$ cat src/rtl/core/x86ilf_pkg.sv
package x86ilf_pkg;

    // instruction assembly phase
    typedef enum logic [1:0] {
        PH_PREFIX = 2'd0,
        PH_MODRM  = 2'd1,
        PH_DISP   = 2'd2,
        PH_IMM    = 2'd3
    } phase_t;

    // segment override codes
    localparam logic [2:0] SEG_NONE = 3'd0;
    localparam logic [2:0] SEG_CS   = 3'd1;
    localparam logic [2:0] SEG_DS   = 3'd2;
    localparam logic [2:0] SEG_ES   = 3'd3;
    localparam logic [2:0] SEG_SS   = 3'd4;
    localparam logic [2:0] SEG_FS   = 3'd5;
    localparam logic [2:0] SEG_GS   = 3'd6;

    // prefix bytes
    localparam logic [7:0] PFX_CS    = 8'h2e;
    localparam logic [7:0] PFX_DS    = 8'h3e;
    localparam logic [7:0] PFX_ES    = 8'h26;
    localparam logic [7:0] PFX_SS    = 8'h36;
    localparam logic [7:0] PFX_FS    = 8'h64;
    localparam logic [7:0] PFX_GS    = 8'h65;
    localparam logic [7:0] PFX_REPNE = 8'hf2;
    localparam logic [7:0] PFX_REPE  = 8'hf3;
    localparam logic [7:0] PFX_LOCK  = 8'hf0;

    // modrm field masks
    localparam logic [7:0] MODRM_REG_MASK = 8'h38;
    localparam logic [7:0] MODRM_MOD_MASK = 8'hc0;
    localparam logic [2:0] RM_DIRECT      = 3'h6;

    localparam logic [7:0] COUNT_MAX = 8'hff;

    // bit n set: opcode n is followed by a modrm byte
    localparam logic [255:0] MODRM_MAP = {
        32'hC0C00000, 32'h000F00F3, 32'h00000000, 32'h0000FFFF,
        32'h00000A0C, 32'h00000000, 32'h0F0F0F0F, 32'h0F0F0F0F
    };

    // output payload layout
    localparam int OUT_BITS = 115;
    localparam int OUT_DATA_W = 120;
    localparam int IN_DATA_W = 40;

    function automatic logic has_modrm(input logic [7:0] op);
        return MODRM_MAP[op];
    endfunction

    function automatic logic [1:0] disp_len_of(input logic [7:0] op, input logic [7:0] m);
        logic [1:0] sz;
        sz = 2'd0;
        if (op >= 8'ha0 && op <= 8'ha3) begin
            sz = 2'd2;
        end
        else if (has_modrm(op)) begin
            unique case (m[7:6])
                2'b00:   sz = (m[2:0] == RM_DIRECT) ? 2'd2 : 2'd0;
                2'b01:   sz = 2'd1;
                2'b10:   sz = 2'd2;
                default: sz = 2'd0;
            endcase
        end
        return sz;
    endfunction

    function automatic logic [2:0] imm_len_of(input logic [7:0] op, input logic [7:0] m);
        logic [2:0] sz;
        sz = 3'd0;
        if (op >= 8'h70 && op <= 8'h7f) begin
            sz = 3'd1;
        end
        else if (op >= 8'hb0 && op <= 8'hb7) begin
            sz = 3'd1;
        end
        else if (op >= 8'hb8 && op <= 8'hbf) begin
            sz = 3'd2;
        end
        else begin
            unique case (op)
                8'h04, 8'h0c, 8'h14, 8'h1c, 8'h24, 8'h2c, 8'h34, 8'h3c,
                8'h6a, 8'h6b, 8'h80, 8'h82, 8'h83, 8'ha8, 8'hc0, 8'hc1,
                8'hc6, 8'hcd, 8'hd4, 8'hd5, 8'he0, 8'he1, 8'he2, 8'he3,
                8'he4, 8'he5, 8'he6, 8'he7, 8'heb:
                    sz = 3'd1;
                8'h05, 8'h0d, 8'h15, 8'h1d, 8'h25, 8'h2d, 8'h35, 8'h3d,
                8'h68, 8'h69, 8'h81, 8'ha9, 8'hc2, 8'hc7, 8'hca, 8'he8,
                8'he9:
                    sz = 3'd2;
                8'h9a, 8'hea:
                    sz = 3'd4;
                8'hf6:
                    sz = ((m & MODRM_REG_MASK) == 8'h00) ? 3'd1 : 3'd0;
                8'hf7:
                    sz = ((m & MODRM_REG_MASK) == 8'h00) ? 3'd2 : 3'd0;
                default:
                    sz = 3'd0;
            endcase
        end
        return sz;
    endfunction

endpackage

$ cat src/rtl/core/x86_instruction_length_fetcher_top.sv
// Assembles 16-bit-mode 8086-style instructions from a stream of code bytes, one byte per
// transaction on the slave side, and emits one transaction on the master side per complete
// instruction: prefixes seen (last segment override wins), opcode, modrm, displacement and
// immediate (little-endian, zero-extended) with their lengths, the address of the first byte
// and the total length saturating at 255. The decode of the incoming byte against the held
// instruction state is short combinational logic into the state and result registers, so
// one byte is taken per cycle while the slave side does not stall; the result appears on the
// master side the cycle after its last byte, and the slave side stalls only when the result
// register is full and the master side is not ready.
module x86_instruction_length_fetcher_top
    import x86ilf_pkg::*;
(
    input  logic                  clk,
    input  logic                  rst_n,
    input  logic                  s_tvalid,
    output logic                  s_tready,
    // code_byte [7:0], byte_address [39:8]
    input  logic [IN_DATA_W-1:0]  s_tdata,
    output logic                  m_tvalid,
    input  logic                  m_tready,
    // segment_override [2:0], repne_seen [3], repe_seen [4], lock_seen [5],
    // opcode_byte [13:6], modrm_byte [21:14], displacement [37:22], disp_length [39:38],
    // immediate [71:40], imm_length [74:72], start_address [106:75], total_length [114:107]
    output logic [OUT_DATA_W-1:0] m_tdata
);

    phase_t      phase_reg, phase_next, phase_upd;
    logic [2:0]  seg_reg, seg_next, seg_upd;
    logic [2:0]  flags_reg, flags_next, flags_upd;
    logic [7:0]  op_reg, op_next, op_upd;
    logic [7:0]  modrm_reg, modrm_next, modrm_upd;
    logic [15:0] disp_acc_reg, disp_acc_next, disp_acc_upd;
    logic [1:0]  disp_need_reg, disp_need_next, disp_need_upd;
    logic [1:0]  disp_got_reg, disp_got_next, disp_got_upd;
    logic [31:0] imm_acc_reg, imm_acc_next, imm_acc_upd;
    logic [2:0]  imm_need_reg, imm_need_next, imm_need_upd;
    logic [2:0]  imm_got_reg, imm_got_next, imm_got_upd;
    logic [31:0] first_reg, first_next, first_upd;
    logic [7:0]  count_reg, count_next, count_upd;

    logic                  out_valid_reg, out_valid_next;
    logic [OUT_DATA_W-1:0] out_data_reg, out_data_next;

    logic        s_accept;
    logic        done;
    logic [7:0]  code_byte;
    logic [31:0] byte_address;
    logic [7:0]  dec_op, dec_modrm;
    logic [1:0]  dec_disp;
    logic [2:0]  dec_imm;
    logic        dec_sel;

    assign code_byte    = s_tdata[7:0];
    assign byte_address = s_tdata[39:8];
    assign s_tready     = !out_valid_reg || m_tready;
    assign s_accept     = s_tvalid && s_tready;

    // length decode for the opcode/modrm pair being finished this byte
    always_comb
    begin
        dec_op    = (phase_reg == PH_MODRM) ? op_reg : code_byte;
        dec_modrm = (phase_reg == PH_MODRM) ? code_byte : modrm_reg;
        dec_disp  = disp_len_of(dec_op, dec_modrm);
        dec_imm   = imm_len_of(dec_op, dec_modrm);
    end

    // update of the instruction state by the incoming byte
    always_comb
    begin
        phase_upd     = phase_reg;
        seg_upd       = seg_reg;
        flags_upd     = flags_reg;
        op_upd        = op_reg;
        modrm_upd     = modrm_reg;
        disp_acc_upd  = disp_acc_reg;
        disp_need_upd = disp_need_reg;
        disp_got_upd  = disp_got_reg;
        imm_acc_upd   = imm_acc_reg;
        imm_need_upd  = imm_need_reg;
        imm_got_upd   = imm_got_reg;
        dec_sel       = 1'b0;
        done          = 1'b0;

        first_upd = (phase_reg == PH_PREFIX && count_reg == 8'd0) ? byte_address : first_reg;
        count_upd = (count_reg == COUNT_MAX) ? count_reg : count_reg + 8'd1;

        unique case (phase_reg)
            PH_PREFIX:
            begin
                unique case (code_byte)
                    PFX_CS:    seg_upd = SEG_CS;
                    PFX_DS:    seg_upd = SEG_DS;
                    PFX_ES:    seg_upd = SEG_ES;
                    PFX_SS:    seg_upd = SEG_SS;
                    PFX_FS:    seg_upd = SEG_FS;
                    PFX_GS:    seg_upd = SEG_GS;
                    PFX_REPNE: flags_upd = flags_reg | 3'b001;
                    PFX_REPE:  flags_upd = flags_reg | 3'b010;
                    PFX_LOCK:  flags_upd = flags_reg | 3'b100;
                    default:
                    begin
                        op_upd = code_byte;
                        if (has_modrm(code_byte))
                        begin
                            phase_upd = PH_MODRM;
                        end
                        else
                        begin
                            dec_sel = 1'b1;
                        end
                    end
                endcase
            end
            PH_MODRM:
            begin
                modrm_upd = code_byte;
                dec_sel   = 1'b1;
            end
            PH_DISP:
            begin
                disp_acc_upd = disp_acc_reg | (disp_got_reg[0] ? {code_byte, 8'h00}
                                                               : {8'h00, code_byte});
                disp_got_upd = disp_got_reg + 2'd1;
                if (disp_got_upd >= disp_need_reg)
                begin
                    if (imm_need_reg != 3'd0)
                    begin
                        phase_upd = PH_IMM;
                    end
                    else
                    begin
                        done = 1'b1;
                    end
                end
            end
            PH_IMM:
            begin
                imm_acc_upd = imm_acc_reg
                            | ({24'h000000, code_byte} << {imm_got_reg[1:0], 3'b000});
                imm_got_upd = imm_got_reg + 3'd1;
                if (imm_got_upd >= imm_need_reg)
                begin
                    done = 1'b1;
                end
            end
            default:
            begin
                phase_upd = PH_PREFIX;
            end
        endcase

        // opcode and modrm known: pick the operand phase
        if (dec_sel)
        begin
            disp_need_upd = dec_disp;
            imm_need_upd  = dec_imm;
            if (dec_disp != 2'd0)
            begin
                phase_upd = PH_DISP;
            end
            else if (dec_imm != 3'd0)
            begin
                phase_upd = PH_IMM;
            end
            else
            begin
                done = 1'b1;
            end
        end
    end

    // next state: hold when idle, clear after a finished instruction
    always_comb
    begin
        phase_next     = phase_reg;
        seg_next       = seg_reg;
        flags_next     = flags_reg;
        op_next        = op_reg;
        modrm_next     = modrm_reg;
        disp_acc_next  = disp_acc_reg;
        disp_need_next = disp_need_reg;
        disp_got_next  = disp_got_reg;
        imm_acc_next   = imm_acc_reg;
        imm_need_next  = imm_need_reg;
        imm_got_next   = imm_got_reg;
        first_next     = first_reg;
        count_next     = count_reg;
        if (s_accept && done)
        begin
            phase_next     = PH_PREFIX;
            seg_next       = SEG_NONE;
            flags_next     = 3'b000;
            op_next        = 8'h00;
            modrm_next     = 8'h00;
            disp_acc_next  = 16'h0000;
            disp_need_next = 2'd0;
            disp_got_next  = 2'd0;
            imm_acc_next   = 32'h00000000;
            imm_need_next  = 3'd0;
            imm_got_next   = 3'd0;
            first_next     = 32'h00000000;
            count_next     = 8'd0;
        end
        else if (s_accept)
        begin
            phase_next     = phase_upd;
            seg_next       = seg_upd;
            flags_next     = flags_upd;
            op_next        = op_upd;
            modrm_next     = modrm_upd;
            disp_acc_next  = disp_acc_upd;
            disp_need_next = disp_need_upd;
            disp_got_next  = disp_got_upd;
            imm_acc_next   = imm_acc_upd;
            imm_need_next  = imm_need_upd;
            imm_got_next   = imm_got_upd;
            first_next     = first_upd;
            count_next     = count_upd;
        end
    end

    // result register: load on a finished instruction, drain on master transaction
    always_comb
    begin
        out_data_next  = out_data_reg;
        out_valid_next = out_valid_reg && !m_tready;
        if (s_accept && done)
        begin
            out_valid_next = 1'b1;
            out_data_next  = {{(OUT_DATA_W - OUT_BITS){1'b0}}, count_upd, first_upd,
                              imm_need_upd, imm_acc_upd, disp_need_upd, disp_acc_upd,
                              modrm_upd, op_upd, flags_upd[2], flags_upd[1], flags_upd[0],
                              seg_upd};
        end
    end

    // control and instruction state registers
    always_ff @(posedge clk or negedge rst_n)
    begin
        if (!rst_n)
        begin
            phase_reg     <= PH_PREFIX;
            seg_reg       <= SEG_NONE;
            flags_reg     <= 3'b000;
            op_reg        <= 8'h00;
            modrm_reg     <= 8'h00;
            disp_acc_reg  <= 16'h0000;
            disp_need_reg <= 2'd0;
            disp_got_reg  <= 2'd0;
            imm_acc_reg   <= 32'h00000000;
            imm_need_reg  <= 3'd0;
            imm_got_reg   <= 3'd0;
            first_reg     <= 32'h00000000;
            count_reg     <= 8'd0;
            out_valid_reg <= 1'b0;
        end
        else
        begin
            phase_reg     <= phase_next;
            seg_reg       <= seg_next;
            flags_reg     <= flags_next;
            op_reg        <= op_next;
            modrm_reg     <= modrm_next;
            disp_acc_reg  <= disp_acc_next;
            disp_need_reg <= disp_need_next;
            disp_got_reg  <= disp_got_next;
            imm_acc_reg   <= imm_acc_next;
            imm_need_reg  <= imm_need_next;
            imm_got_reg   <= imm_got_next;
            first_reg     <= first_next;
            count_reg     <= count_next;
            out_valid_reg <= out_valid_next;
        end
    end

    // result payload register
    always_ff @(posedge clk)
    begin
        out_data_reg <= out_data_next;
    end

    assign m_tvalid = out_valid_reg;
    assign m_tdata  = out_data_reg;

endmodule
$ cat config.mk
export PLATFORM = sky130hd
export DESIGN_NAME = x86_instruction_length_fetcher_top
export DESIGN_NICKNAME = d
export VERILOG_FILES = /design/src/rtl/core/x86ilf_pkg.sv /design/src/rtl/core/x86_instruction_length_fetcher_top.sv
export SDC_FILE = /design/constraint.sdc
export NUM_CORES = 1
export LEC_CHECK = 0
export ABC_CLOCK_PERIOD_IN_PS = 6800
export BUFFER_PORTS_ARGS = -buffer_cell sky130_fd_sc_hd__buf_4
export CORE_ASPECT_RATIO = 0.6
export CORE_UTILIZATION = 60
export DETAILED_ROUTE_END_ITERATION = 8
export PLACE_DENSITY = 0.84
export RECOVER_POWER = 50
export SLEW_MARGIN = 20
export SYNTH_ARGS = -nofsm -noshare
export SYNTH_HDL_FRONTEND = slang
export SYNTH_SLANG_ARGS = --single-unit
export TNS_END_PERCENT = 10
$ cat constraint.sdc
create_clock -name clk -period 6.8 [get_ports clk]
set_input_delay 0 -clock clk [delete_from_list [all_inputs] [get_ports clk]]
set_output_delay 0 -clock clk [all_outputs]
set_load 0.05 [all_outputs]
# Word-level counts from Yosys, hierarchy flattened
# Memories as Yosys holds them, arrays and structs flattened.
# Index checks and enable logic that the tools add are counted.
# W data, S select, Z words.
# word_totals
romBits	512
elab_cells	202
register_bits	238
input_bits	44
ram_bits	0
memories	2
latchBits	0
# classes
div_mod_pow	0
mul	0
magnitude_cmp	12
reduce_logical	27
n_mux	74
eq_ne	66
shifts	1
add_sub_neg	3
bitwise_logic	2
# mem_list
memory	words	width	read_ports	rd_clocked_by_memory_dff	wr	line_no	rtl
(no name shown)	256	1	1	0	0	x86ilf_pkg.sv:50	return MODRM_MAP[op];
(no name shown)	256	1	1	0	0	x86ilf_pkg.sv:50	
# ops
operator	n
$eq A8 B8 Y1 const B	34
$mux W32	6
$eq A8 B6 Y1 const B	12
$mux W8	11
$mux W16	4
$eq A8 B7 Y1 const B	6
$mux W3	15
$mux W2	19
$eq A8 B5 Y1 const B	4
$or A32 B32 Y32	1
$shl A8 B5 Y32	1
$reduce_or A29 Y1	1
$ge A8 B8 Y1 const B	3
$le A8 B8 Y1 const B	3
$lt A8 B9 Y1 const B	2
$pmux W3 S6	1
$reduce_or A17 Y1	1
$eq A8 B3 Y1 const B	2
$eq A8 B4 Y1 const B	2
$logic_not A8 Y1	2
$or A16 B16 Y16	1
$pmux W3 S5	1
$mux W1	12
$pmux W3 S3	1
22 further kinds	40

# Depth between registers and ports, before layout
# Gate-level depths: netlist of the first run.
# depth
word_depth	15
depth_mapped	13
depth_no_buf	9

# Worst setup path after synthesis of the first run
# Ideal clock, no wire load.
# synth_timing
path_kind	register to register
startpoint	register phase_reg[0]
endpoint	register out_data_reg[0] (netlist: m_tdata[0]), enable pin
slack_ns	2.859
n_path_buf	3
t_required_ns	6.375
t_arrival_ns	3.516
stages_incl_launch_ff	10
path_cell_list	dfrtp_1 > buf_2 > or2_1 > clkbuf_1 > a2111o_1 > o31a_1 > nor2_2 > nand2b_1 > o22ai_2 > buf_2
# synth_between
elab_chain_cells	13
elab_cells_between_ends	96
# synth_rtl
item	line_no	rtl
from (decl)	x86_instruction_length_fetcher_top.sv:27	phase_t phase_reg, phase_next, phase_upd;
from (signal assigned)	x86_instruction_length_fetcher_top.sv:259	phase_reg <= phase_next;
$eq A2 B1 Y1	x86_instruction_length_fetcher_top.sv:61, x86_instruction_length_fetcher_top.sv:62, x86_instruction_length_fetcher_top.sv:87	
$mux W8, on equally long branches	x86_instruction_length_fetcher_top.sv:61, x86_instruction_length_fetcher_top.sv:62	
$eq A8 B3 Y1 (tied with other cells)	x86ilf_pkg.sv:83	unique case (op)
$reduce_or A29 Y1 (tied with other cells)	x86ilf_pkg.sv:83	
$pmux W3 S5	x86ilf_pkg.sv:83	
$mux W3	x86ilf_pkg.sv:79	else if (op >= 8'hb8 && op <= 8'hbf) begin
$mux W3	x86ilf_pkg.sv:76	else if (op >= 8'hb0 && op <= 8'hb7) begin
$mux W3	x86ilf_pkg.sv:73	if (op >= 8'h70 && op <= 8'h7f) begin
$reduce_bool A3 Y1	x86_instruction_length_fetcher_top.sv:161	else if (dec_imm != 3'd0)
$mux W1	x86_instruction_length_fetcher_top.sv:161	
$mux W1	x86_instruction_length_fetcher_top.sv:157	if (dec_disp != 2'd0)
$mux W1 (*)	x86_instruction_length_fetcher_top.sv:153	if (dec_sel)
$logic_and A1 B1 Y1 (*)	x86_instruction_length_fetcher_top.sv:227	if (s_accept && done)
to (signal assigned)	x86_instruction_length_fetcher_top.sv:279	out_data_reg <= out_data_next;
to (decl)	x86_instruction_length_fetcher_top.sv:42	logic [OUT_DATA_W-1:0] out_data_reg, out_data_next;
# Every way passes the cells marked *; elsewhere a longest branch is shown, timed or not. The select of a mux whose other input is x is not followed.
# A chain may end at the register's enable or synchronous reset.

# Worst setup path in the final report of the first run
# layout_timing
startpoint	register phase_reg[0]
endpoint	register out_data_reg[105] (netlist: m_tdata[105]), enable pin
# Same word-level chain as after synthesis.

==> results of run 1 <==
-- worst min-delay path: cells and delay by family --
family          cells  cell delay [ns]
compound gates      1             0.16
simple gates        1             0.25
buf+inv             1             0.07
-- report_power, final --
part	switching (uW)	internal (uW)	total, uW
clock network	522	757	1280
logic	2410	765	3170
registers	284	2200	2480
total	3210	3720	6930
-- through the flow --
step / instances / total power, uW / hold WS (ns) / util (%) / instance area [sq um]
after floorplan: 864 / 4940 / -0.296 / - / 10600
after global placement: 1198 / 5790 / 0.143 / 68.9 / 11900
after detailed placement: 1199 / 5850 / 0.145 / 69.1 / 11900
after CTS: 1280 / 7170 / 0.0156 / 75.9 / 13100
after global routing: 1281 / 7210 / 0.0448 / 73.3 / 12600
final: 1281 / 6930 / 0.0435 / 73.3 / 12600
-- layout by cell type, fill, tap and decap left out, drive strengths merged, types with 3 or more instances in the layout --
cell type | Yosys | layout
xnor2 | 4 | 4
buf | 35 | 49
nor4b | 3 | 3
nand4 | 4 | 4
mux2i | 15 | 15
nor2b | 8 | 8
a31oi | 9 | 9
o21ai | 27 | 27
nor4bb | 6 | 6
o31ai | 3 | 3
dfrtp | 123 | 123
clkinv | 0 | 4
a21o | 51 | 51
mux2 | 42 | 42
conb | 1 | 5
nand2b | 18 | 18
and3 | 7 | 7
or2 | 3 | 3
nor2 | 87 | 87
nor3 | 9 | 9
a22o | 60 | 60
edfxtp | 115 | 115
a21oi | 63 | 63
nor4 | 5 | 5
nand3 | 12 | 12
ha | 8 | 8
nand3b | 3 | 3
a211oi | 3 | 3
inv | 18 | 18
a32oi | 3 | 3
dlygate4sd3 | 0 | 42
clkbuf | 32 | 152
bufinv | 0 | 3
and2 | 5 | 5
nand2 | 36 | 36
or3 | 6 | 6
xor2 | 5 | 5
-- path summary, 6_finish.rpt --
path / startpoint / endpoint / cells past startpoint
min in group asynchronous: rst_n / count_reg[5] / 2
worst min register to register: disp_acc_reg[3] / disp_acc_reg[3] / 2
worst max register to register: phase_reg[0] / m_tdata[105] / 9
worst max-delay path: phase_reg[0] / m_tdata[105] / 9
worst min-delay path: m_tready / m_tvalid / 3
max in group asynchronous: rst_n / imm_acc_reg[3] / 3
-- cell type report --
type,instances,share of cell area (%)
Inverter,18,0.535
Multi-Input combinational cell,541,29.3
Clock inverter,7,0.882
Timing Repair Buffer,211,10.2
Clock buffer,32,4.99
Sequential cell,238,51.7
Tap cell,234,2.32
-- cell families (layout without fill, tap and decap cells) --
group | count (synthesis) | in the layout | share of synthesized area, %
AO/OA/AOI/OAI | 242 | 242 | 16.1
flip-flops | 238 | 238 | 61.4
XOR/XNOR | 9 | 9 | 0.741
other | 1 | 5 | 0.0353
multiplexers | 57 | 57 | 6.05
adder cells (fa/ha/maj) | 8 | 8 | 0.942
buffers and inverters | 85 | 268 | 4.03
AND/OR/NAND/NOR | 220 | 220 | 10.6
-- timing repair --
| action | CTS | global route |
|---|---|---|
| setup endpoints to repair | 0 | 0 |
| hold endpoints to repair | 182 | 0 |
| hold buffers | 42 | 0 |
| buffers inserted | 0 | 0 |
-- layer usage --
metal	part of all wire, %	wire [microns]
met2	44	12100
met3	9.6	2630
met4	2.1	570
met1	44	12000
met5	0	0
==> impl_metrics.ini, run 1 <==
[floorplanning]
dieWidth_microns = 174
die-area_sq_um = 18300
row_count = 37
num_io_pins = 166
start_util_pct = 61.7
core_sq_um = 17200
die-height_microns = 105

[finish]
n_fill_cell = 1204
nets = 1084
area_growth_syn_to_layout_pct = 18.7
multiInputGateArea_sq_um = 3700
n_antenna_cell = 0
drive_above_1_share_pct = 13.0
regArea_sq_um = 6530
largest_reg_flops = 115

[placement]
routabilityCongestion = 0.931
dp_hpwl_microns = 16100
io_buffers = 160
pre_cts_ws_ns = 2.53

[clock_network]
path_clk_slew_ns = 0.07
clk_latency_ns = 0.51
clk_root_buffer_cell = clkbuf_16
cts_made_buffers = 22
cts_resized = 0
cts.sink_count = 238
tritoncts = done
clockBufferDepth = 3
h-tree-depth = 1

[synth]
ys.flop_type = dfrtp_1
ys_seq_area_share_pct = 61.4
synth_most_common_cell = dfrtp_1
synthDistinctLibCells = 72
synth_edf_count = 115
yosys.area.top_type = edfxtp_1
synth_top_area_share_pct = 32.5
syn_avg_cell_area_sq_um = 12.4
yosys-top-cells-count = dfrtp_1 (123), edfxtp_1 (115), nor2_1 (85)
synth_area_leaders = edfxtp_1 (32%), dfrtp_1 (29%), a22o_1 (4.9%)
async_reset_ff_share_pct = 51.7
ys_ff_latch = 238
syn-cell-area_sq_um = 10600
ys_warn_count = 0
syn_inst = 860

[route]
first_pass_iters = 5
vias = 7924
wl_per_cell_microns = 21.4
drc_errors = 0
initialDrtViolationCount = 783
ant_nets = 0
vias_per_cell = 6.19
wirelength_microns = 27400

[grt]
grt_use_met2_pct = 45.1
grtUsageTotal_pct = 30.1
met3_usage_pct = 7.28
grt_busiest_layer = met2
use_met1_pct = 44.6
grt_pass1_wl_microns = 42800
grt_antenna_before_repair = 0
grt_max_degree = 72
overflow = 0
grt_pass1_vias = 7594

[critical_path]
cp_num_buf_inv = 2
worst_path_largest_cell_delay_ns = 0.85
cp.required_ns = 6.96
worstSetupEndpointType = flop
path_delay_family = simple AND/OR/NAND/NOR gates
worstPathArrival_ns = 4.89
r2r_slack_ns = 2.07
criticalPathCategory = reg -> reg
path_cells = nand2b_1 > a31oi_1 > nor2b_1 > a32o_1 > nor4_2 > nand4b_1 > o22ai_4 > buf_16 > buf_12
crit_path_max_fanout = 71
cp_slowest_cell = nand2b_1
start_kind = flop

[power_and_ir_drop]
ir_drop_mv = 0.340
powerDensity_nw_per_um2 = 549
p_leak_uw = 0.00559

[timing]
clock-skew-final_ns = 0.0160
timing_hold_violations_final = 0
fin_crit_ns = 4.73
rsz0062_at_grt = false
tns_ns = 0
layout_setup_ws_ns = 2.07
min_period_over_period_pct = 69.6
max_freq_ghz = 0.211
worst_pin_slew_ns = 3.45
relSlewSlack_pct = -130
finalSetupViolCount = 0
maxSlewViolCount = 126

[run_status]
status = finished, violations left
violations = max-capacitance violations, max-slew violations

[min_path]
min_path_type = in -> reg

[flow_run]
cap_violations = 2
Power figures use the tool's default switching activity.
==> inputs of run 2 (changes only) <==
Settings changed: ABC_AREA from default to 1, ABC_CLOCK_PERIOD_IN_PS 6800 to 4600, CORE_UTILIZATION 60 to 57, PLACE_DENSITY 0.84 to 0.8.
Clock period 6.8 ns to 4.6 ns, I/O delays scaled along.
==> impl_metrics.ini, run 2 <==
[synth]
syn_avg_cell_area_sq_um = 9.08
syn_inst = 1223
ys.flop_type = dfrtp_1
synth_most_common_cell = nand2_1
synthDistinctLibCells = 39
syn-cell-area_sq_um = 11100
synth_area_leaders = edfxtp_1 (31%), dfrtp_1 (28%), nand2_1 (11%)
yosys.area.top_type = edfxtp_1
synth_edf_count = 115
async_reset_ff_share_pct = 51.7
ys_seq_area_share_pct = 58.8
yosys-top-cells-count = nand2_1 (329), inv_1 (136), nand3_1 (131)
ys_warn_count = 0
synth_top_area_share_pct = 31.1
ys_ff_latch = 238

[route]
first_pass_iters = 6
vias = 9272
vias_per_cell = 5.55
wirelength_microns = 28900
wl_per_cell_microns = 17.3
initialDrtViolationCount = 1028
drc_errors = 0
ant_nets = 0

[clock_network]
h-tree-depth = 1
postCtsSetupBuffers = 0
clockBufferDepth = 3
tritoncts = done
postCtsHoldBufs = 46
clk_latency_ns = 0.51
cts_resized = 0
cts.sink_count = 238
path_clk_slew_ns = 0.07
cts_made_buffers = 23
clk_root_buffer_cell = clkbuf_16

[finish]
regArea_sq_um = 6530
stdcell_area_sq_um = 13200
n_fill_cell = 1556
nets = 1461
final_cells = 1670
mostFrequentLayoutCells = nand2_1 (328), inv_1 (136), nand3_1 (130), dfrtp_1 (123), clkbuf_1 (122)
drive_above_1_share_pct = 9.27
layout_commonest_cell = nand2_1
multiInputGateArea_sq_um = 3750
area_growth_syn_to_layout_pct = 18.8
largest_reg_flops = 115
n_antenna_cell = 0

[run_status]
status = finished, violations left
violations = max-capacitance violations, max-slew violations

[placement]
dp_cells = 1584
pre_cts_ws_ns = 0.851
dp_hpwl_microns = 17900
placed_cell_area_sq_um = 12400
routabilityCongestion = 0.934
io_buffers = 160

[min_path]
whs_path_depth = 5
min_delay_worst_endpoint = imm_need_reg[2]
hp-start = s_tvalid
min_path_type = in -> reg

[grt]
overflow = 0
grtUsageTotal_pct = 29.2
grt_pass1_vias = 8892
grt_max_degree = 131
grt_pass1_wl_microns = 45700
grt_antenna_before_repair = 0

[power_and_ir_drop]
ir_drop_mv = 0.449
comb_power_share_pct = 43.9
seq_power_share_pct = 36.7
p_int_uw = 5180
p_leak_uw = 0.00636
power.switching_uw = 4410
clockPowerShare_pct = 19.4
powerDensity_nw_per_um2 = 727
netSwitchingFraction_pct = 46.0
power_uw = 9590

[timing]
min_period_over_period_pct = 84.5
clock-skew-final_ns = 0.0203
fin_crit_ns = 3.89
finalSetupViolCount = 0
worst_pin_slew_ns = 2.94
max_freq_ghz = 0.257
timing_hold_violations_final = 0
maxSlewViolCount = 51
rsz0062_at_grt = false
layout_setup_ws_ns = 0.715
relSlewSlack_pct = -96.2
tns_ns = 0

[critical_path]
worstPathArrival_ns = 4.02
cp.required_ns = 4.73
rr_startpoint = phase_reg[0]
criticalPathCategory = reg -> reg
r2r_end = m_tdata[71]
worstSetupEndpointType = flop
start_kind = flop
r2r_slack_ns = 0.71
rr_worst_depth = 15
crit_path_max_fanout = 130

[floorplanning]
die-height_microns = 110
die-area_sq_um = 20100
row_count = 39
start_util_pct = 58.4
core_sq_um = 19000
dieWidth_microns = 182
num_io_pins = 166

[flow_run]
cap_violations = 1
## run 2: worst max-delay path, stage by stage (launching register included)
cell	delay, ns
dfrtp_1	0.75
nand2_2	0.49
nand2_1	0.17
nand2_1	0.14
nand2_1	0.21
nor2_1	0.13
nand2_1	0.08
nand3_1	0.07
nor2_1	0.17
nand3_1	0.11
nor2_1	0.14
nand2_1	0.12
nand2_2	0.12
nand2_2	0.09
nor2_4	0.13
buf_12	0.43
## run 2: power by group through the flow
| stage | clock [uW] | combinational (uW) | sequential [uW] |
|---|---|---|---|
| floorplan | 0 | 2040 | 4680 |
| global placement | 0 | 4330 | 3520 |
| detailed placement | 0 | 4400 | 3540 |
| CTS | 1880 | 4470 | 3520 |
| global route | 1980 | 4520 | 3590 |
| finish | 1860 | 4210 | 3520 |
## run 2: logic make-up (layout without fill, tap and decap cells)
logic type / count (synthesis) / count (layout) / share of synthesized area, %
XOR/XNOR: 7 / 7 / 0.552
other: 1 / 5 / 0.0338
flip-flops: 238 / 238 / 58.8
AO/OA/AOI/OAI: 111 / 111 / 5.29
AND/OR/NAND/NOR: 619 / 619 / 24.0
multiplexers: 31 / 31 / 2.79
adder cells (fa/ha/maj): 8 / 8 / 0.901
buffers and inverters: 208 / 405 / 7.62
## run 2: stage by stage
step	hold WS [ns]	utilization [%]
6_report	0.229	69.3
4_1_cts	0.0914	71.7
3_5_place_dp	0.0833	65.4
5_1_grt	0.263	69.3
2_1_floorplan	-0.296	-
3_3_place_gp	0.0781	65.4
## run 2: layer usage
metal / vias up / global-route usage, % / wire [microns]
met5: - / 0 / 0
met4: 0 / 7.98 / 611
met3: 56 / 6.73 / 2860
met2: 475 / 43.7 / 12600
met1: 4402 / 43.0 / 12900
li1: 4339 / - / -
## run 2: how the worst max path moves through the flow
stage	start	to	cells after the start
finish	phase_reg[0]	m_tdata[71]	15
global route	rst_n	imm_need_reg[0]	3
CTS	phase_reg[0]	m_tdata[29]	15
detailed placement	phase_reg[0]	m_tdata[33]	15
global placement	phase_reg[0]	m_tdata[25]	15
floorplan	phase_reg[1]	m_tdata[0]	20
## run 2: cell type report
cell class / instances / share of cell area (%)
clock buffers: 30 / 4.95
repair buffers: 214 / 9.85
inverters: 151 / 4.31
well taps: 246 / 2.33
clock inverters: 10 / 0.626
flip-flops and latches: 238 / 49.5
multi-input cells: 781 / 28.4
